--- src/sv/rsb_pkg.sv ---
// Shared types, constants and a clipping helper function for the RGB surface blitter.
package rsb_pkg;

  localparam int DEFAULT_MAX_WIDTH  = 64;
  localparam int DEFAULT_MAX_HEIGHT = 64;

  localparam int COORD_W     = 8;
  localparam int DIM_W       = 7;
  localparam int CHAN_W      = 8;
  localparam int COLOR_W     = 24;
  localparam int CFG_INDEX_W = 2;
  localparam int LIN_W       = 16;

  localparam logic [1:0] OP_WRITE = 2'd0;
  localparam logic [1:0] OP_READ  = 2'd1;
  localparam logic [1:0] OP_BLIT  = 2'd2;

  localparam logic [1:0] ROP_COPY   = 2'd0;
  localparam logic [1:0] ROP_BLACK  = 2'd1;
  localparam logic [1:0] ROP_INVERT = 2'd2;
  localparam logic [1:0] ROP_WHITE  = 2'd3;

  localparam logic [CFG_INDEX_W-1:0] REG_WIDTH  = 2'd0;
  localparam logic [CFG_INDEX_W-1:0] REG_HEIGHT = 2'd1;

  localparam logic [DIM_W-1:0]   DIM_RESET   = 7'd64;
  localparam logic [COLOR_W-1:0] COLOR_BLACK = 24'h000000;
  localparam logic [COLOR_W-1:0] COLOR_WHITE = 24'hFFFFFF;

  typedef struct packed {
    logic [1:0]         opcode;
    logic [COORD_W-1:0] dst_x;
    logic [COORD_W-1:0] dst_y;
    logic [COORD_W-1:0] src_x;
    logic [COORD_W-1:0] src_y;
    logic [COORD_W-1:0] rect_width;
    logic [COORD_W-1:0] rect_height;
    logic [1:0]         rop_code;
    logic [COLOR_W-1:0] color;
  } req_t;

  typedef struct packed {
    logic [COLOR_W-1:0] color;
    logic               status;
  } rsp_t;

  typedef struct packed {
    logic load;
    logic clip;
    logic rd;
    logic wr;
    logic adv;
    logic fin;
  } cmd_t;

  typedef struct packed {
    logic [1:0] opcode;
    logic       on_surf;
    logic       empty;
    logic       last;
    logic       out_free;
  } stat_t;

  // Clips a run of len starting at start against the bound limit.
  function automatic logic [DIM_W-1:0] clip_len(input logic [COORD_W-1:0] len,
                                                input logic [COORD_W-1:0] start,
                                                input logic [DIM_W-1:0]   limit);
    logic [DIM_W-1:0] rem;
    rem = limit - start[DIM_W-1:0];
    if (start >= {1'b0, limit}) begin
      return '0;
    end else if (len > {1'b0, rem}) begin
      return rem;
    end else begin
      return len[DIM_W-1:0];
    end
  endfunction

endpackage

--- src/sv/rsb_ctrl.sv ---
// Controller state machine that sequences pixel operations and the blit walk.
module rsb_ctrl import rsb_pkg::*; (
  input  logic  clk,
  input  logic  rst,
  input  logic  req_valid,
  output logic  req_ready,
  input  stat_t stat,
  output cmd_t  cmd
);

  localparam logic [2:0] S_IDLE = 3'd0;
  localparam logic [2:0] S_DEC  = 3'd1;
  localparam logic [2:0] S_BCHK = 3'd2;
  localparam logic [2:0] S_BRD  = 3'd3;
  localparam logic [2:0] S_BWR  = 3'd4;
  localparam logic [2:0] S_FIN  = 3'd5;

  logic [2:0] state;
  logic [2:0] state_next;

  assign req_ready = (state == S_IDLE);

  always_comb begin
    cmd        = '0;
    state_next = state;
    case (state)
      S_IDLE: begin
        if (req_valid) begin
          cmd.load   = 1'b1;
          state_next = S_DEC;
        end
      end
      S_DEC: begin
        cmd.clip = 1'b1;
        case (stat.opcode)
          OP_WRITE: begin
            cmd.wr     = stat.on_surf;
            state_next = S_FIN;
          end
          OP_READ: begin
            cmd.rd     = stat.on_surf;
            state_next = S_FIN;
          end
          OP_BLIT:  state_next = S_BCHK;
          default:  state_next = S_FIN;
        endcase
      end
      S_BCHK: begin
        state_next = stat.empty ? S_FIN : S_BRD;
      end
      S_BRD: begin
        cmd.rd     = 1'b1;
        state_next = S_BWR;
      end
      S_BWR: begin
        cmd.wr     = 1'b1;
        cmd.adv    = 1'b1;
        state_next = stat.last ? S_FIN : S_BRD;
      end
      S_FIN: begin
        if (stat.out_free) begin
          cmd.fin    = 1'b1;
          state_next = S_IDLE;
        end
      end
      default: state_next = S_IDLE;
    endcase
  end

  always_ff @(posedge clk) begin
    if (rst) begin
      state <= S_IDLE;
    end else begin
      state <= state_next;
    end
  end

endmodule

--- config.mk ---
export PLATFORM = sky130hd
export DESIGN_NAME = rsb_ctrl
export DESIGN_NICKNAME = d
export VERILOG_FILES = /design/src/sv/rsb_pkg.sv /design/src/sv/rsb_ctrl.sv
export SDC_FILE = /design/constraint.sdc
export NUM_CORES = 1
export LEC_CHECK = 0
export ABC_AREA = 1
export BUFFER_PORTS_ARGS = -buffer_cell sky130_fd_sc_hd__buf_2
export CORE_AREA = 2 2 39 41
export CTS_CLUSTER_SIZE = 24
export DETAILED_ROUTE_END_ITERATION = 10
export DIE_AREA = 0 0 41 43
export GPL_TIMING_DRIVEN = 0
export HOLD_SLACK_MARGIN = 0.15
export SLEW_MARGIN = 20
export SYNTH_ARGS = -nofsm -noshare
export SYNTH_HDL_FRONTEND = slang
export SYNTH_SLANG_ARGS = --single-unit
--- constraint.sdc ---
create_clock -name clk -period 2.8 [get_ports clk]
set_input_delay 0.7 -clock clk [delete_from_list [all_inputs] [get_ports clk]]
set_output_delay 0.7 -clock clk [all_outputs]
set_load 0.05 [all_outputs]
After elaboration in Yosys (flattened, before gate mapping). Cells that the tools add are included.

Bits in registers: 3. Output and inout bits: 7. Word-level logic and storage cells: 29.

Equality and inequality tests: 9. Muxes and demuxes: 16. Reductions and logical operators: 3.

Operators by type and width (number): $pmux W3 S6 (1); $mux W3 (5); $mux W1 (8); $eq A3 B2 Y1 const B (2); $eq A3 B3 Y1 const B (2); $ne A2 B2 Y1 const B (2); $pmux W1 S2 (2); $eq A3 B1 Y1 const B (1); $logic_not A3 Y1 (1); $eq A2 B1 Y1 const B (1); $eq A2 B2 Y1 const B (1); $logic_not A2 Y1 (1); $reduce_and A2 Y1 (1).

Depth between registers and ports, before layout. Gate-level depths: netlist (run 1).

Word-level depth: 3. Depth in mapped cells: 7. Gate-level depth less buffers: 7.

Worst setup path after synthesis (run 1). No wires, ideal clock.

Path kind: input-to-output. Start: input stat[0] in the netlist's numbering. End: output cmd[0] in the netlist's numbering. Arrival: 1.820 ns. Required time: 2.100 ns. Setup slack: 0.280 ns. Stages on the path: 2. Cell sequence: inv_1 > nor3_1.

RTL lines: start, declared (line rsb_ctrl.sv:7) `input stat_t stat,`; end, declared (line rsb_ctrl.sv:8) `output cmd_t cmd`.

==> results of run 1 <==
-- cells in the mapped netlist --
master,instances,share of area [%]
a21oi_2,1,3.3
nor2_1,4,5.6
inv_1,9,13
o21bai_1,1,2.8
nand2_1,12,17
nor2_2,2,4.7
nand3_1,3,5.6
o211ai_1,1,2.8
a21oi_1,1,1.9
dfxtp_1,3,22
inv_2,3,4.2
nor3_1,3,5.6
nand2_2,3,7.0
nand4_1,2,4.7
-- through the flow --
| step | setup WS [ns] | utilization, % | hold slack, ns | instances |
|---|---|---|---|---|
| after global routing | 0.674 | 28.1 | 0.654 | 83 |
| after CTS | 0.745 | 28.1 | 0.647 | 83 |
| after global placement | 0.766 | 26.2 | 0.614 | 79 |
| after floorplan | 0.280 | - | 0.580 | 48 |
| after detailed placement | 0.745 | 26.2 | 0.636 | 79 |
| final | 0.746 | 28.1 | 0.634 | 83 |
-- worst register-to-register path, cell delays in order (launching register included) --
cell,delay (ns)
dfxtp_1,0.44
nand2_1,0.10
nor2_1,0.12
nand2_2,0.09
nand2_1,0.06
nor2_1,0.04
nand2_1,0.06
a21oi_2,0.05
-- power breakdown --
part / switching (mW) / total (mW) / internal (mW)
sequential: 0.0117 / 0.0617 / 0.0500
combinational: 0.105 / 0.144 / 0.0385
clock: 0.0184 / 0.0715 / 0.0531
total: 0.135 / 0.277 / 0.142
-- final timing paths --
| path | from | end | slack, ns | cells past startpoint |
|---|---|---|---|---|
| min | state[0]$_SDFFE_PP0P_ | state[0]$_SDFFE_PP0P_ | 0.63 | 3 |
| max reg2reg | state[2]$_SDFFE_PP0P_ | state[0]$_SDFFE_PP0P_ | 1.74 | 7 |
| min reg2reg | state[0]$_SDFFE_PP0P_ | state[0]$_SDFFE_PP0P_ | 0.63 | 3 |
| max | stat[5] | cmd[3] | 0.75 | 5 |
-- layer usage --
layer | GRT usage, % | part of all wire, % | wire length, um | vias up
met2 | 11.9 | 52 | 299 | 6
met5 | 0 | 0 | 0 | -
met1 | 10.2 | 44 | 254 | 142
met4 | 2.00 | 0 | 0 | 0
met3 | 1.57 | 3.3 | 19 | 0
li1 | - | - | - | 189
-- logic make-up after synthesis --
family                 share of synthesized area (%)
AOI/OAI and AO/OA                               10.7
buffers and inverters                           16.8
DFF                                             22.4
and+or+nand+nor                                 50.0
-- area by class of cell --
class	instances	area (sq um)
fillers	167	995
repair buffers	15	75.1
multi-input cells	33	163
flip-flops and latches	3	60.1
well taps	16	20.0
clock buffers	4	26.3
inverters	12	45.0
==> results.toml, run 1 <==
[placement]
portBuffers = 15
post-dp-hpwl_um = 528
place_area_sq_um = 363
gp_congestion = 0.689

[synth]
synth-seq-area-share_pct = 22.4
syn-mean-instance-area_sq_um = 5.58
yosys_warnings = 0
synth_area_sq_um = 268
syn_nets = 57
yosysUniqueCellTypes = 14
ys_seq_elements = 3
syn_inst = 48

[grt]
grt_max_degree = 7
grtUsageTotal_pct = 7.62
gr-total-overflow = 0
grt_antenna_before_repair = 0
grt_pass1_vias = 252
grt_pass1_wl_um = 938

[clock_network]
clock_latency_ns = 0.22
cts_resized = 0
cts_setup_buffers = 0
root_buffer = "clkbuf_4"
clk_pin_slew_ns = 0.03
cts_buffer_depth = 2
htreeDepth = 1
cts.sinks = 3
numCtsBuffers = 3
cts_hold_buffers = 0
cts_tree = "built"

[timing]
tns_ns = 0
rsz0062_at_grt = "no"
slew_headroom_pct = 83.7
fin_crit_sh_pct = 73.4
final.setup_skew_ns = 0.00151
finalHoldViolations = 0
fmax_ghz = 0.487
tightest_slew_ns = 0.245
timing.final.max_slew_violations = 0
setup_viol = 0
fin_crit_ns = 2.05

[final_layout]
antenna_cells = 0
final_common_cell = "buf_2"
mostFrequentLayoutCells = "buf_2 (15), nand2_1 (12), inv_1 (9)"
syn_to_final_growth_pct = 45.3
final_nets = 77
largest-register = "state"
reg_top3 = "state x3"
largest_reg_flops = 3
design_area_sq_um = 389
drive_above_1_share_pct = 40.3

[worst_setup_path]
end_kind = "output pin"
worstPathCellList = "buf_2 -> inv_1 -> nand3_1 -> a21oi_1 -> buf_2"
critPathMostFrequentCell = "buf_2"
slowest_delay_ns = 0.28
slowest_stage = "buf_2"
arrival_ns = 1.35
worstSetupPathType = "input port to output pin"
path_delay_family = "buffers and inverters"
worstSetupStartpointType = "input port"
cp_max_fo = 3
worst-path-buf-inv = 3
cp.required_ns = 2.10

[run]
maxCapViolCount = 0

[die]
die_w_um = 41
rows = 14
core_sq_um = 1380
start_util_pct = 19.3
die_area_sq_um = 1760
ioPinCount = 16
die_h_um = 43

[power_and_ir_drop]
vdd_ir_drop_max_mv = 0.187
power.leakage_nw = 0.240
power_mw = 0.277
power.density_nw_per_um2 = 712

[route]
wl_per_cell_um = 6.90
routed_via_density = 4.06
remaining_drc_errors = 0
vias = 337
antenna_left = 0
wl_um = 573
drtIter0Drc = 2
dr.pass1.iters = 2

[run_status]
outcome = "finished, final reports clean"

[worst_hold_path]
hp-class = "flop to flop"
No activity file was read; power rests on OpenSTA's default activity.
==> inputs of run 2 (changes only) <==
==> constraint.sdc (replaced) <==
create_clock -name clk -period 2 [get_ports clk]
set_input_delay 0.5 -clock clk [delete_from_list [all_inputs] [get_ports clk]]
set_output_delay 0.5 -clock clk [all_outputs]
set_load 0.05 [all_outputs]
==> run 2 against run 1 <==
Clock-buffer cell count unchanged. Clock power increased by 48%. Setup slack got worse by 0.56 ns. Cell count unchanged. Critical path type is now flop to output pin. Largest cell class unchanged.
==> results.toml, run 2 (same netlist as run 1, synthesis figures left out) <==
[worst_setup_path]
worst-path-buf-inv = 2
slowest_stage = "dfxtp_1"
arrival_ns = 1.31
rr_endpoint = "state[1]$_SDFFE_PP0P_"
r2r-start = "state[1]$_SDFFE_PP0P_"
worstPathCellList = "inv_2 -> nand2_2 -> nor2_2 -> nand4_1 -> nand2_1 -> buf_2"
end_kind = "output pin"
worstSetupStartpointType = "flop"
path_delay_family = "flip-flops"
cp.required_ns = 1.50
r2r_cells = 6
cp_max_fo = 6
worstSetupPathType = "flop to output pin"
slowest_delay_ns = 0.37
rrSetupSlack_ns = 0.91

[timing]
fmax_ghz = 0.551
final.setup_skew_ns = 0.00105
slew_headroom_pct = 80.9
timing.final.max_slew_violations = 0
finalHoldViolations = 0
fin_crit_sh_pct = 90.7
fin_crit_ns = 1.81
rsz0062_at_grt = "no"
tightest_slew_ns = 0.286
tns_ns = 0
setup_viol = 0

[clock_network]
cts_resized = 0
cts_tree = "built"
cts_setup_buffers = 0
cts_hold_buffers = 0
numCtsBuffers = 3
clk_pin_slew_ns = 0.04
cts_buffer_depth = 2
clock_latency_ns = 0.23
root_buffer = "clkbuf_4"
cts.sinks = 3
htreeDepth = 1

[die]
ioPinCount = 16
die_h_um = 43
die_area_sq_um = 1760
core_sq_um = 1380
start_util_pct = 19.3
rows = 14
die_w_um = 41

[grt]
grt_pass1_vias = 259
grt_pass1_wl_um = 1010
grtUsageTotal_pct = 8.93
grt_antenna_before_repair = 0
grt_max_degree = 7
gr-total-overflow = 0

[worst_hold_path]
hp-class = "input port to flop"
hold_end = "state[0]$_SDFFE_PP0P_"
whs_path_depth = 2
hp-start = "rst"

[placement]
gp_congestion = 0.714
post-dp-hpwl_um = 520
place_area_sq_um = 373
portBuffers = 15

[power_and_ir_drop]
power_mw = 0.397
vdd_ir_drop_max_mv = 0.243
power.density_nw_per_um2 = 994
power.leakage_nw = 0.243

[final_layout]
design_area_sq_um = 399
final_common_cell = "buf_2"
antenna_cells = 0
largest-register = "state"
seqCellArea_sq_um = 60.1
fillers = 166
syn_to_final_growth_pct = 49.1
multi_input_area_sq_um = 173
drive_above_1_share_pct = 43.3
final_util_pct = 28.8
final_nets = 77
reg_top3 = "state x3"
largest_reg_flops = 3
mostFrequentLayoutCells = "buf_2 (15), nand2_1 (12), inv_1 (9)"

[route]
remaining_drc_errors = 0
dr.pass1.iters = 4
routed_via_density = 4.06
wl_per_cell_um = 7.30
antenna_left = 0
drtIter0Drc = 2
wl_um = 606
vias = 337

[run]
maxCapViolCount = 0

[run_status]
outcome = "finished, final reports clean"
-- run 2: per-stage QoR --
step	setup slack (ns)	hold WS, ns	instances
2_1_floorplan	0.0147	0.562	48
3_3_place_gp	0.378	0.616	79
3_5_place_dp	0.352	0.608	79
4_1_cts	0.167	0.436	83
5_1_grt	0.0800	0.443	83
6_report	0.186	0.442	83
-- run 2: area by class of cell --
cell class,instances,share of cell area [%]
multi-input cells,33,43.3
repair buffers,15,18.8
flip-flops and latches,3,15.0
clock buffers,4,6.58
inverters,12,11.3
well taps,16,5.02
-- run 2: worst max-delay path by stage --
stage,start,to,cells past startpoint
after floorplan,state[2]$_SDFFE_PP0P_,cmd[2],5
after global placement,stat[5],cmd[3],5
after detailed placement,stat[5],cmd[3],5
after CTS,state[2]$_SDFFE_PP0P_,cmd[2],6
after global routing,state[2]$_SDFFE_PP0P_,cmd[2],6
final,state[2]$_SDFFE_PP0P_,cmd[2],6
-- run 2: worst reg2reg max path, cell delays in order (launching register included) --
cell      delay (ns)
dfxtp_1         0.47
inv_2           0.06
nor3_1          0.22
nand2_1         0.08
o211ai_1        0.10
nand2_1         0.07
inv_1           0.05
-- run 2: where the power goes --
part / leakage [nW] / internal [mW] / switching, mW
Combinational: 0.204 / 0.0549 / 0.148
Sequential: 0.0247 / 0.0700 / 0.0176
Clock: 0.0150 / 0.0747 / 0.0309
-- run 2: metal layers --
layer	global-route usage, %	up-vias	part of all wire, %
li1	-	187	-
met3	3.14	0	9.6
met4	8.00	0	0
met5	0	-	0
met2	11.3	12	45
met1	11.2	138	45
